==> config.mk <==
export PLATFORM = sky130hd
export DESIGN_NAME = bridge_adc_trimmed_averager
export DESIGN_NICKNAME = d
export VERILOG_FILES = /design/src/sv/bata_pkg.sv /design/src/sv/bridge_adc_trimmed_averager.sv /design/src/sv/bata_accum.sv /design/src/sv/bata_div.sv
export SDC_FILE = /design/constraint.sdc
export NUM_CORES = 1
export LEC_CHECK = 0
export ABC_AREA = 0
export BUFFER_PORTS_ARGS = -buffer_cell sky130_fd_sc_hd__buf_2
export CAP_MARGIN = 30
export CORE_MARGIN = 4
export CORE_UTILIZATION = 68
export DETAILED_ROUTE_END_ITERATION = 8
export GPL_TIMING_DRIVEN = 0
export MAX_ROUTING_LAYER = met4
export PLACE_DENSITY_LB_ADDON = 0.25
export REMOVE_ABC_BUFFERS = 1
export SKIP_LAST_GASP = 1
export SLEW_MARGIN = 25
export SYNTH_ARGS = -nofsm -noshare
export SYNTH_HDL_FRONTEND = slang
export SYNTH_HIERARCHICAL = 1
export SYNTH_SLANG_ARGS = --single-unit
==> constraint.sdc <==
create_clock -name clk -period 11.2 [get_ports clk]
set_input_delay 1.12 -clock clk [delete_from_list [all_inputs] [get_ports clk]]
set_output_delay 1.12 -clock clk [all_outputs]
set_load 0.05 [all_outputs]
==> src/sv/bata_pkg.sv <==
// Shared constants and types for the bridge converter trimmed averager.
`default_nettype none
package bata_pkg;

	localparam int SAMPLE_BITS_DEF = 24;
	localparam int COUNT_BITS_DEF  = 16;
	localparam int COUNT_RESET     = 5;
	localparam int PAIR_LEN        = 2;
	localparam int TRIM_MIN_COUNT  = 3;

	typedef enum logic [2:0] {
		ACC_NONE,
		ACC_ADD,
		ACC_TRIM_HI,
		ACC_TRIM_LO,
		ACC_CLEAR
	} acc_op_t;

	typedef enum logic [2:0] {
		ST_IDLE,
		ST_TRIM_HI,
		ST_TRIM_LO,
		ST_LOAD,
		ST_DIV,
		ST_PUT
	} state_t;

	typedef struct packed {
		logic burst_end;
		logic pair_mode;
	} acc_stat_t;

endpackage
`default_nettype wire

==> src/sv/bridge_adc_trimmed_averager.sv <==
// A closing word goes through two trim steps (skipped for a pair), a divider load, the bit-serial
//   divider steps, a done step and an output load, which waits for the output register to be free.
// Throughput: one word a cycle mid-burst; after a closing word s_axis_tready stays low until the
//   result is loaded into the output register, so no new word is taken while an average is formed.
// Reset (arst_n low, asynchronous): sample_count returns to 5, burst state clears,
//   output word is dropped, FSM goes idle.
`default_nettype none
module bridge_adc_trimmed_averager #(
	parameter int SAMPLE_BITS = bata_pkg::SAMPLE_BITS_DEF,
	parameter int COUNT_BITS  = bata_pkg::COUNT_BITS_DEF
) (
	input  wire                                 clk,
	input  wire                                 arst_n,
	// config: sample_count
	input  wire                                 cfg_we,
	input  wire  [COUNT_BITS-1:0]               cfg_wdata,
	// input word stream
	input  wire                                 s_axis_tvalid,
	output logic                                s_axis_tready,
	input  wire  [((SAMPLE_BITS+7)/8)*8-1:0]    s_axis_tdata,   // [SAMPLE_BITS-1:0] raw_word
	// result stream
	output logic                                m_axis_tvalid,
	input  wire                                 m_axis_tready,
	output logic [((SAMPLE_BITS+7)/8)*8-1:0]    m_axis_tdata    // [SAMPLE_BITS-1:0] average
);
	import bata_pkg::*;

	localparam int SUM_BITS = SAMPLE_BITS + COUNT_BITS;
	localparam int TW       = ((SAMPLE_BITS + 7) / 8) * 8;

	// sample_count register, to be written only while idle; the block itself does not enforce this
	logic [COUNT_BITS-1:0] count_q;

	always_ff @(posedge clk or negedge arst_n) begin
		if (!arst_n) count_q <= COUNT_BITS'(COUNT_RESET);
		else if (cfg_we) count_q <= cfg_wdata;
	end

	state_t                 state_q, state_d;
	acc_op_t                acc_op;
	acc_stat_t              acc_stat;
	logic [SUM_BITS-1:0]    acc_sum;
	logic                   in_take;
	logic                   div_start;
	logic                   div_done;
	logic [SUM_BITS-1:0]    div_quo;
	logic [COUNT_BITS-1:0]  den_q;
	logic                   out_valid_q;
	logic [SAMPLE_BITS-1:0] out_data_q;
	logic                   out_free;
	logic                   out_load;
	logic [SAMPLE_BITS-1:0] avg_sat;

	assign in_take  = s_axis_tvalid && s_axis_tready;
	assign out_free = !out_valid_q || m_axis_tready;

	// Accumulator: sum, max, min, count; also applies the two trim subtractions.
	bata_accum #(
		.SAMPLE_BITS (SAMPLE_BITS),
		.COUNT_BITS  (COUNT_BITS)
	) u_accum (
		.clk          (clk),
		.arst_n       (arst_n),
		.op           (acc_op),
		.raw_word     (s_axis_tdata[SAMPLE_BITS-1:0]),
		.sample_count (count_q),
		.stat         (acc_stat),
		.sum          (acc_sum)
	);

	// Shared divider; numerator is latched at start so the burst can clear at once.
	bata_div #(
		.NUM_BITS (SUM_BITS),
		.DEN_BITS (COUNT_BITS)
	) u_div (
		.clk      (clk),
		.arst_n   (arst_n),
		.start    (div_start),
		.numer    (acc_sum),
		.denom    (den_q),
		.done     (div_done),
		.quotient (div_quo)
	);

	// Divisor chosen on the closing word: 2 for a pair, else count minus the two extremes.
	always_ff @(posedge clk) begin
		if (in_take && acc_stat.burst_end) begin
			den_q  <= acc_stat.pair_mode ? COUNT_BITS'(PAIR_LEN)
			                             : count_q - COUNT_BITS'(PAIR_LEN);
		end
	end

	// next state
	always_comb begin
		state_d = state_q;
		unique case (state_q)
			ST_IDLE: begin
				if (in_take && acc_stat.burst_end)
					state_d = acc_stat.pair_mode ? ST_LOAD : ST_TRIM_HI;
			end
			ST_TRIM_HI: state_d = ST_TRIM_LO;
			ST_TRIM_LO: state_d = ST_LOAD;
			ST_LOAD:    state_d = ST_DIV;
			ST_DIV:     if (div_done) state_d = ST_PUT;
			ST_PUT:     if (out_free) state_d = ST_IDLE;
			default:    state_d = ST_IDLE;
		endcase
	end

	// outputs of the sequencer
	always_comb begin
		s_axis_tready = 1'b0;
		acc_op        = ACC_NONE;
		div_start     = 1'b0;
		out_load      = 1'b0;
		unique case (state_q)
			ST_IDLE: begin
				s_axis_tready = 1'b1;
				if (s_axis_tvalid) acc_op = ACC_ADD;
			end
			ST_TRIM_HI: acc_op = ACC_TRIM_HI;
			ST_TRIM_LO: acc_op = ACC_TRIM_LO;
			ST_LOAD: begin
				div_start = 1'b1;
				acc_op    = ACC_CLEAR;
			end
			ST_DIV: ;
			ST_PUT:  out_load = out_free;
			default: ;
		endcase
	end

	always_ff @(posedge clk or negedge arst_n) begin
		if (!arst_n) state_q <= ST_IDLE;
		else state_q <= state_d;
	end

	// quotient saturates to all ones above the sample range
	assign avg_sat = (|div_quo[SUM_BITS-1:SAMPLE_BITS]) ? '1 : div_quo[SAMPLE_BITS-1:0];

	// output register: holds a word while the block takes the next burst
	always_ff @(posedge clk or negedge arst_n) begin
		if (!arst_n) out_valid_q <= 1'b0;
		else if (out_load) out_valid_q <= 1'b1;
		else if (m_axis_tready) out_valid_q <= 1'b0;
	end

	always_ff @(posedge clk) begin
		if (out_load) out_data_q <= avg_sat;
	end

	assign m_axis_tvalid = out_valid_q;
	assign m_axis_tdata  = TW'(out_data_q);

`ifndef SYNTH
	// divider finishes only while the sequencer waits on it
	a_done_in_div: assert property (@(posedge clk) disable iff (!arst_n)
		div_done |-> state_q == ST_DIV)
		else $error("divider done outside ST_DIV");

	// a closing word in trim mode goes to the trim steps
	a_trim_path: assert property (@(posedge clk) disable iff (!arst_n)
		(in_take && acc_stat.burst_end && !acc_stat.pair_mode) |=> state_q == ST_TRIM_HI)
		else $error("closing word did not start trim");

	// a pair burst skips the trim steps
	a_pair_path: assert property (@(posedge clk) disable iff (!arst_n)
		(in_take && acc_stat.burst_end && acc_stat.pair_mode) |=> state_q == ST_LOAD)
		else $error("pair burst did not load divider");

	// a loaded result shows up on the output
	a_out_load: assert property (@(posedge clk) disable iff (!arst_n)
		out_load |=> m_axis_tvalid)
		else $error("loaded result not presented");
`endif

endmodule
`default_nettype wire

==> src/sv/bata_accum.sv <==
// Burst accumulator: running sum, extremes, word count and trim steps.
`default_nettype none
module bata_accum #(
	parameter int SAMPLE_BITS = bata_pkg::SAMPLE_BITS_DEF,
	parameter int COUNT_BITS  = bata_pkg::COUNT_BITS_DEF
) (
	input  wire                                  clk,
	input  wire                                  arst_n,
	input  bata_pkg::acc_op_t                    op,
	input  wire  [SAMPLE_BITS-1:0]               raw_word,
	input  wire  [COUNT_BITS-1:0]                sample_count,
	output bata_pkg::acc_stat_t                  stat,
	output logic [SAMPLE_BITS+COUNT_BITS-1:0]    sum
);
	import bata_pkg::*;

	localparam int SUM_BITS = SAMPLE_BITS + COUNT_BITS;
	localparam logic [SAMPLE_BITS-1:0] SIGN_BIT = {1'b1, {(SAMPLE_BITS-1){1'b0}}};

	logic [SUM_BITS-1:0]    sum_q;
	logic [SAMPLE_BITS-1:0] max_q;
	logic [SAMPLE_BITS-1:0] min_q;
	logic [COUNT_BITS-1:0]  words_q;

	logic [SAMPLE_BITS-1:0] word_ob;
	logic [COUNT_BITS-1:0]  words_next;
	logic [COUNT_BITS-1:0]  burst_len;
	logic                   pair;

	// sign flip to offset binary
	assign word_ob    = raw_word ^ SIGN_BIT;
	assign words_next = words_q + COUNT_BITS'(1);
	assign pair       = sample_count < COUNT_BITS'(TRIM_MIN_COUNT);
	assign burst_len  = pair ? COUNT_BITS'(PAIR_LEN) : sample_count;

	// count wrap also closes a burst
	assign stat.burst_end = (words_next == '0) || (words_next >= burst_len);
	assign stat.pair_mode = pair;
	assign sum            = sum_q;

	always_ff @(posedge clk or negedge arst_n) begin
		if (!arst_n) begin
			sum_q   <= '0;
			max_q   <= '0;
			min_q   <= '1;
			words_q <= '0;
		end else begin
			unique case (op)
				ACC_ADD: begin
					sum_q   <= sum_q + SUM_BITS'(word_ob);
					if (word_ob > max_q) max_q <= word_ob;
					if (word_ob < min_q) min_q <= word_ob;
					words_q <= words_next;
				end
				ACC_TRIM_HI: sum_q <= sum_q - SUM_BITS'(max_q);
				ACC_TRIM_LO: sum_q <= sum_q - SUM_BITS'(min_q);
				ACC_CLEAR: begin
					sum_q   <= '0;
					max_q   <= '0;
					min_q   <= '1;
					words_q <= '0;
				end
				default: ;
			endcase
		end
	end

endmodule
`default_nettype wire

==> src/sv/bata_div.sv <==
// Restoring divider, one quotient bit per cycle through a shared subtractor.
`default_nettype none
module bata_div #(
	parameter int NUM_BITS = bata_pkg::SAMPLE_BITS_DEF + bata_pkg::COUNT_BITS_DEF,
	parameter int DEN_BITS = bata_pkg::COUNT_BITS_DEF
) (
	input  wire                 clk,
	input  wire                 arst_n,
	input  wire                 start,
	input  wire  [NUM_BITS-1:0] numer,
	input  wire  [DEN_BITS-1:0] denom,
	output logic                done,
	output logic [NUM_BITS-1:0] quotient
);
	localparam int CW = $clog2(NUM_BITS + 1);

	logic [NUM_BITS-1:0] quo_q;
	logic [DEN_BITS-1:0] rem_q;
	logic [DEN_BITS-1:0] den_q;
	logic [CW-1:0]       cnt_q;
	logic                busy_q;
	logic                done_q;

	logic [DEN_BITS:0]   trial;
	logic [DEN_BITS:0]   diff;
	logic                fit;
	logic [DEN_BITS-1:0] rem_next;

	assign trial    = {rem_q, quo_q[NUM_BITS-1]};
	assign diff     = trial - {1'b0, den_q};
	assign fit      = trial >= {1'b0, den_q};
	assign rem_next = fit ? diff[DEN_BITS-1:0] : trial[DEN_BITS-1:0];

	assign done     = done_q;
	assign quotient = quo_q;

	always_ff @(posedge clk or negedge arst_n) begin
		if (!arst_n) begin
			busy_q <= 1'b0;
			done_q <= 1'b0;
			cnt_q  <= '0;
		end else begin
			done_q <= busy_q && (cnt_q == CW'(1));
			if (start) begin
				busy_q <= 1'b1;
				cnt_q  <= CW'(NUM_BITS);
			end else if (busy_q) begin
				cnt_q <= cnt_q - CW'(1);
				if (cnt_q == CW'(1)) busy_q <= 1'b0;
			end
		end
	end

	always_ff @(posedge clk) begin
		if (start) begin
			quo_q <= numer;
			rem_q <= '0;
			den_q <= denom;
		end else if (busy_q) begin
			quo_q <= {quo_q[NUM_BITS-2:0], fit};
			rem_q <= rem_next;
		end
	end

endmodule
`default_nettype wire

==> flow_summary.toml <==
[layout]
diodes = 0
final_nets = 1848
stdcell_count = 2011
area_delta_synth_final_pct = 9.67
multi_input_area_um2 = 8770
drive_gt1_share_pct = 16.5
regArea_um2 = 6540
postLayoutCoreUtil_pct = 76.7
fillers = 1585

[drt]
drt_iter0_drc = 1004
highest_layer = "met4"
drc = 0
wl_mm = 38.1
first_pass_iters = 5
ant_nets = 0
wl_per_cell_um = 19.0
vias = 12800
wl_met2_mm = 18.3
wl_met3_mm = 2.44
wl_met1_mm = 16.5
routed_via_density = 6.35

[critical_path]
required_ns = 11.65
cp_common_cell = "a21oi_1"
slowest_stage = "or4_4"
end_kind = "register"
crit_path_max_incr_delay_ns = 0.53
crit_fanout = 10
crit_arrival_ns = 6.23
reg2reg_slack_ns = 5.48
crit_chain = "buf_2 -> or3_4 -> or4_4 -> or4_4 -> nand2b_1 -> nor2_1 -> xnor2_1 -> a21oi_1 -> ha_1 -> a21o_1 -> a21oi_1 -> o21ai_0 -> a32o_1 -> a311oi_1 -> nor2_1 -> a211oi_1 -> xor2_1 -> a21oi_1 -> o22ai_1"
path_class = "in2reg"
critPathLaunchType = "input port"

[clock_tree]
cts_hold_buf = 0
clockRootBuffer = "clkbuf_16"
cts_resized = 0
post-cts-setup-buffers = 0
cts.htree.levels = 1
cts.sink_count = 244
cts_tree = "yes"
clock_latency_ns = 0.54
ctsLongestPathBuffers = 3
clkTransAtPathRegs_ns = 0.06
cts-buffers-inserted = 26

[floorplanning]
die_y_um = 161
dieArea_um2 = 26100
ios = 71
start_util_pct = 69.9
row_count = 55
die_w_um = 161
coreArea_um2 = 22900

[global_routing]
grt_pass1_wl_mm = 62.7
antenna_found_initial = 0
overflow = 0
grtUsageTotal_pct = 29.8
grt_max_degree = 82
grt_pass1_vias = 12600

[timing]
setup_viol = 0
max_clock_freq_ghz = 0.173
hold_violations = 0
tightest_slew_ns = 0.960
final_max_slew_viol_count = 0
holdWs_ns = 0.414
skew_ns = 0.0151
finalCritPeriodShare_pct = 51.6
min_period_ns = 5.77
relSlewSlack_pct = 35.8
grt_setup_unrepaired = "false"

[power_and_ir_drop]
p_per_area_nw_per_um2 = 114
power_uw = 2010
p_leak_uw = 0.00756
ir_worst_vdd_uv = 110

[synth]
synthDominantCellAreaShare_pct = 18.0
synth_top_area_cell = "edfxtp_1"
synth_warnings = 6
async_flop_share_pct = 54.1
synth_simple_gate_area_share_pct = 15.2
ys_seq_area_share_pct = 40.8
synth_adder_area_share_pct = 9.86
synth_edf_count = 96
synth_ff_type = "dfrtp_1"
synth_xor_area_share_pct = 5.03
synth.area.mux_share_pct = 6.83
syn_area_um2 = 16000
synth_top_family_by_area = "compound AO/OA/AOI/OAI gates"
synthCells = 1649
synth_cell_types = 88
synth_area_leaders = "edfxtp_1 (18%), dfrtp_1 (17%), ha_1 (9.6%), mux2_2 (5.0%), dfstp_2 (4.3%)"
synth.ff_latch_count = 244
synth_compound_area_share_pct = 17.5
synth.avg_cell_area_um2 = 9.72

[placed_design]
portBuffers = 70
place_inst = 1961
dp_hpwl_mm = 26.8
gp_congestion = 0.946

[flow_run]
maxCapViolCount = 0

[worst_hold_path]
hp-class = "reg2reg"

[outcome]
status = "complete, no violations"
==> flip-flops by register name (all words and copies together) (netlist names) <==
register         cells
u_accum/sum         40
u_div/quotient      40
m_axis_tdata        24
u_accum/max_q       24
u_accum/min_q       24
count_q             16
den_q               16
u_accum/words_q     16
u_div/den_q         16
u_div/rem_q         16
u_div/cnt_q          6
state_q              3
m_axis_tvalid        1
u_div/busy_q         1
u_div/done           1
==> cells in the final DEF, fill, tap and decap left out, types with 7 or more instances in the layout <==
cell       count
a211oi_1      25
a21o_1        51
a21oi_1       85
a22o_1        12
a31oi_1       10
and2_1         7
and3_1        13
buf_16         7
buf_2         69
clkbuf_1      13
clkbuf_16     27
dfrtp_1      105
dfstp_2       26
dfxtp_1       16
edfxtp_1      96
ha_1         123
inv_1        103
mux2_2        71
mux2i_1       25
nand2_1      142
nand2b_1      16
nand3_1       25
nand4_1       25
nor2_1       133
nor2b_1       20
nor3_1        22
nor4_1        17
o211ai_1      24
o21a_1        14
o21ai_0       70
o21ai_1       25
o31ai_1       17
or2_2         22
xnor2_1       51
xor2_1        40
==> worst paths after layout <==
check | startpoint | depth (start not counted) | end
max | s_axis_tdata[8] | 19 | u_accum/sum[39]
min | den_q[0] | 0 | u_div/den_q[0]
max in group asynchronous | arst_n | 2 | u_accum/min_q[8]
min reg2reg | den_q[0] | 0 | u_div/den_q[0]
max reg2reg | state_q[0] | 16 | u_accum/sum[36]
min in group asynchronous | arst_n | 1 | u_div/cnt_q[3]
==> power by group <==
group	switching, µW	leakage (µW)	total, µW	internal [µW]
logic	112	0.00470	188	76.5
clock network	347	0.000410	857	510
registers	20.3	0.00245	960	940
==> routing by layer <==
metal  GRT usage [%]  up-vias
met1            40.1     6165
met4            7.64        0
li1                -     6074
met3            3.85       79
met2            48.4      442
met5               -        -
==> cell usage after synthesis, types with 20 or more instances <==
library cell and count:
mux2_2 71, mux2i_1 25, nor2b_1 20, dfstp_2 26, dfrtp_1 106, inv_1 103
nor2_1 135, o211ai_1 24, xnor2_1 51, nand4_1 25, nand3_1 25, nand2_1 143
a21oi_1 85, xor2_1 41, o21ai_1 25, nor3_1 23, edfxtp_1 96, a211oi_1 25
clkbuf_1 57, a21o_1 51, ha_1 123, o21ai_0 70, or2_2 22
==> area by class of cell <==
type	count	area share [%]
Tap cell	313	2.23
Sequential cell	244	37.2
Timing Repair Buffer	86	3.62
Clock buffer	43	4.36
Inverter	103	2.20
Clock inverter	5	0.449
Multi-Input combinational cell	1217	49.9
==> through the flow <==
step | instance area (µm²) | worst slack, ns | setup TNS (ns)
finish | 17600 | 5.43 | 0
global route | 17600 | 5.15 | 0
CTS | 17500 | 5.53 | 0
detailed placement | 16700 | 5.08 | 0
global placement | 16400 | -0.0372 | -0.0372
floorplan | 15600 | 2.99 | 0
==> worst max-delay path, delay by kind of cell <==
| family | cells | cell delay (ns) |
|---|---|---|
| buffers and inverters | 1 | 0.15 |
| AOI/OAI and AO/OA | 9 | 2.01 |
| and+or+nand+nor | 6 | 2.21 |
| adders and majority gates | 1 | 0.34 |
| xor gates and xnor gates | 2 | 0.39 |
==> cells by family after synthesis <==
family / after synthesis
xor+xnor: 92
simple gates: 491
flops: 244
buf+inv: 188
mux: 100
fa+ha+maj: 125
compound gates: 409
No activity file was read; power rests on OpenSTA's default activity.
